===== src/hdl/pihc_pkg.sv =====
// pihc_pkg: shared types, constants and hash step functions for the page integrity
// hash checker; no dependencies, imported by every module of the block
package pihc_pkg;

	localparam int DATA_W = 8;
	localparam int PAGE_W = 10;
	localparam int HASH_W = 64;

	localparam logic [HASH_W-1:0] FNV_SEED   = 64'hcbf29ce484222325;
	localparam logic [HASH_W-1:0] HASH_PRIME = 64'h00000100000001b3;
	localparam int ROT_LEFT  = 5;
	localparam int ROT_RIGHT = HASH_W - ROT_LEFT;

	localparam logic MODE_BASELINE = 1'b0;
	localparam logic MODE_VERIFY   = 1'b1;

	typedef struct packed {
		logic [DATA_W-1:0] data_byte;
		logic [PAGE_W-1:0] page_index;
		logic              last_byte;
	} pihc_in_t;

	typedef struct packed {
		logic [PAGE_W-1:0] result_page;
		logic [HASH_W-1:0] hash_fnv;
		logic [HASH_W-1:0] hash_rotate;
		logic [HASH_W-1:0] hash_mixed_xor;
		logic [HASH_W-1:0] hash_mixed_sum;
		logic              baseline_known;
		logic              mismatch;
	} pihc_out_t;

	// one baseline store entry
	typedef struct packed {
		logic              valid;
		logic [HASH_W-1:0] fnv;
		logic [HASH_W-1:0] rot;
	} pihc_entry_t;

	// multiply by the fnv prime, 2^40 + 0x1b3, as a shift-add
	function automatic logic [HASH_W-1:0] fnv_mul(input logic [HASH_W-1:0] x);
		fnv_mul = (x << 40) + (x << 8) + (x << 7) + (x << 5) + (x << 4) + (x << 1) + x;
	endfunction

	function automatic logic [HASH_W-1:0] fnv_step(input logic [HASH_W-1:0] h,
			input logic [DATA_W-1:0] b);
		fnv_step = fnv_mul(h ^ HASH_W'(b));
	endfunction

	function automatic logic [HASH_W-1:0] rot_step(input logic [HASH_W-1:0] h,
			input logic [DATA_W-1:0] b);
		logic [HASH_W-1:0] s;
		s = h + HASH_W'(b);
		rot_step = (s << ROT_LEFT) | (s >> ROT_RIGHT);
	endfunction

endpackage


===== src/hdl/pihc_hash_unit.sv =====
// pihc_hash_unit: running fnv-1a and add-rotate hash registers with their byte step
// depends on pihc_pkg
module pihc_hash_unit (
	input  logic                        clk,
	input  logic                        arst_n,
	input  logic                        step,
	input  logic [pihc_pkg::DATA_W-1:0] data_byte,
	input  logic                        last_byte,
	output logic [pihc_pkg::HASH_W-1:0] fnv_next,
	output logic [pihc_pkg::HASH_W-1:0] rot_next
);
	import pihc_pkg::*;

	logic [HASH_W-1:0] fnv_q;
	logic [HASH_W-1:0] rot_q;

	assign fnv_next = fnv_step(fnv_q, data_byte);
	assign rot_next = rot_step(rot_q, data_byte);

	always_ff @(posedge clk or negedge arst_n) begin
		if (!arst_n) begin
			fnv_q <= FNV_SEED;
			rot_q <= HASH_PRIME;
		end else if (step) begin
			// restart from the seeds once a page closes
			fnv_q <= last_byte ? FNV_SEED : fnv_next;
			rot_q <= last_byte ? HASH_PRIME : rot_next;
		end
	end

endmodule


===== config.mk =====
export PLATFORM = sky130hd
export DESIGN_NAME = pihc_hash_unit
export DESIGN_NICKNAME = d
export VERILOG_FILES = /design/src/hdl/pihc_pkg.sv /design/src/hdl/pihc_hash_unit.sv
export SDC_FILE = /design/constraint.sdc
export NUM_CORES = 1
export LEC_CHECK = 0
export ABC_CLOCK_PERIOD_IN_PS = 11600
export BUFFER_PORTS_ARGS = -buffer_cell sky130_fd_sc_hd__buf_2
export CAP_MARGIN = 15
export CELL_PAD_IN_SITES_DETAIL_PLACEMENT = 1
export CELL_PAD_IN_SITES_GLOBAL_PLACEMENT = 2
export CORE_MARGIN = 5
export CORE_UTILIZATION = 30
export DETAILED_ROUTE_END_ITERATION = 8
export PLACE_DENSITY_LB_ADDON = 0.1
export SLEW_MARGIN = 20
export SYNTH_ARGS = -nofsm -noshare
export SYNTH_HDL_FRONTEND = slang
export SYNTH_SLANG_ARGS = --single-unit

===== constraint.sdc =====
create_clock -name clk -period 11.6 [get_ports clk]
set_input_delay 2.32 -clock clk [delete_from_list [all_inputs] [get_ports clk]]
set_output_delay 2.32 -clock clk [all_outputs]
set_load 0.01 [all_outputs]

==> flow_summary.yaml <==
outcome:
  status: "complete, no violations"
logic_synthesis:
  yosysSeqAreaShare_pct: 19.49
  synthXorXnorAreaFrac_pct: 7.677
  ys_async_sr_fraction_pct: 100.0
  syn-num-nets: 2129
  synth_top_cell_by_area: "fa_1"
  synth_fa_ha_area_share_pct: 38.26
  synthMuxAreaShare_pct: 0.06009
  synth_area_leaders: "fa_1 (29%), dfrtp_1 (14%), ha_1 (8.9%)"
  ys.flop_type: "dfrtp_1"
  syn_inst: 1754
  synth_warnings: 0
  yosys.area_share.simple_pct: 9.382
  synth_edf_count: 0
  synth_top_family_by_area: "adder cells"
  synth_area_sq_um: 16660
  synth_top_area_share_pct: 29.32
  yosysMostFrequentCell: "inv_1"
  synth.ff_latch_count: 128
  synth-compound-area-share_pct: 14.85
  avgSynthCellArea_sq_um: 9.497
  synth_cell_types: 66
  ys_top_cells_by_count: "inv_1 (385), fa_1 (244), ha_1 (119)"
grt:
  grt_pass1_vias: 14501
  grt_util_all_layers_pct: 19.92
  grt_pass1_wl_mm: 90.89
  grt_overflow: 0
  antenna_found_initial: 3
  grt_max_degree: 77
cts:
  cts_made_buffers: 17
  cts_hold_buf: 0
  cts_tree: "yes"
  post_cts_buffers: 0
  clk_pin_slew_worst_paths_ps: 60
  cts_buffer_depth: 2
  cts_root_buffer: "clkbuf_16"
  clk-insertion-delay-late_ps: 510
  cts_max_level: 4
  cts_sinks: 128
  cts-resized-gates: 0
timing:
  min_period_over_period_pct: 90.80
  hold_viol: 0
  slew_violations: 0
  setup_viol: 0
  hold_ws_ps: 498.1
  period_minus_slack_ps: 10530
  tns_ps: 0
  rsz0062_at_grt: "no"
  clock_skew_ps: 23.92
  tightest_slew_ps: 1121
  setup_slack_ps: 1067
  relSlewSlack_pct: 25.28
  fmax_mhz: 94.94
worst_setup_path:
  worst_path_largest_cell_delay_ps: 580
  worstPathRequired_ps: 9280
  slowest_stage: "fa_1"
  crit_type: "input port to primary output"
  path_max_fanout: 6
  cp_num_buf_inv: 4
  arrival_ps: 8210
  end_kind: "primary output"
  crit_top_cell: "ha_1"
  cp_top_family: "compound AO/OA/AOI/OAI gates"
  cp_cell_sequence: "buf_2, xor2_1, inv_1, xnor2_1, ha_1, a21oi_1, fa_1, inv_1, ha_1, ha_1, ha_1, fa_1, a21oi_1, o211ai_1, a211oi_1, nor2_1, a41oi_2, o32ai_2, o211ai_1, a21oi_1, a21boi_0, xnor2_1, buf_2"
  critPathLaunchType: "input port"
route:
  finalWirelength_mm: 57.87
  first_pass_iters: 4
  num_vias: 12749
  drtIter0Drc: 476
  vias_per_cell: 4.859
  route.detailed.drc: 0
  ant_nets: 0
  wl_per_cell_um: 22.05
cells_and_area:
  area_growth_pct: 12.64
  regArea_sq_um: 3247
  drive_above_1_share_pct: 14.03
  finish.utilization_pct: 34.06
  multi_input_comb_area_sq_um: 11710
  final_nets: 2237
  fillCellCount: 6427
die:
  die_w_um: 245.6
  ioPinCount: 140
  dieArea_sq_um: 60340
  placementRows: 86
  start_util_pct: 30.23
  core_area_sq_um: 55090
  die_h_um: 245.6
job:
  maxCapViolCount: 0
placed_design:
  port_buffers: 139
  dp.final_hpwl_mm: 46.47
  pre_cts_slack_ps: 1062
  place_congestion: 0.8166
min_path:
  holdCritPathClass: "register to register"
layer usage:
layer | vias up | wire, um | part of all wire, % | global-route usage [%]
met2 | 182 | 28870 | 50 | 34.40
li1 | 5894 | - | - | -
met5 | - | 11 | 0.019 | 0
met1 | 6628 | 26320 | 45 | 26.41
met3 | 43 | 1778 | 3.1 | 3.141
met4 | 2 | 883 | 1.5 | 4.562
state kept, by name, summed over array words and instances (netlist names):
name   cells
rot_q     64
fnv_q     64
per-stage QoR:
| stage | cell area (sq um) | instances |
|---|---|---|
| after floorplan | 16660 | 1754 |
| after CTS | 18760 | 2623 |
| after global routing | 18760 | 2624 |
| after detailed placement | 18150 | 2591 |
| after global placement | 18150 | 2591 |
| final | 18760 | 2624 |
placed cells by master (no fill, tap or decap), types with 47 or more instances in the layout:
master,instances
a22o_1,47
a21oi_1,94
fa_1,244
xnor2_1,92
nand4_1,47
o21ai_0,57
nand2_1,82
nor2_1,64
buf_2,137
dfrtp_1,93
xor2_1,54
inv_1,384
ha_1,119
tightest hold or removal path, stage by stage (launching register included):
cell	delay, ps
dfstp_2	370
nor2_1	80
a21oi_1	50
cell type report:
cell class                      count  area share (%)
Clock buffer                       18           2.341
Timing Repair Buffer              153           4.314
Inverter                          386           7.722
Sequential cell                   128           17.30
Antenna cell                        1         0.01334
Multi-Input combinational cell   1176           62.41
Tap cell                          748           4.988
Clock inverter                     14          0.9069
worst paths after layout:
kind	startpoint	end	slack, ps	cells after the start
worst max-delay path	data_byte[0]	fnv_next[61]	1070	23
worst min-delay path	rot_q[5]	rot_q[5]	500	2
worst max register to register	fnv_q[31]	fnv_q[62]	5220	19
min in group asynchronous	arst_n	rot_q[33]	1860	1
worst min register to register	rot_q[5]	rot_q[5]	500	2
max in group asynchronous	arst_n	fnv_q[40]	8320	2
cell families after synthesis:
logic type               count (synthesis)
buffers and inverters                  450
AND/OR/NAND/NOR                        310
multiplexers                             1
XOR/XNOR                               146
adder cells (fa/ha/maj)                363
flip-flops                             128
AO/OA/AOI/OAI                          356
Power is not shown: default switching activity piles up to over one toggle a cycle in this logic, so the estimate is an artifact.
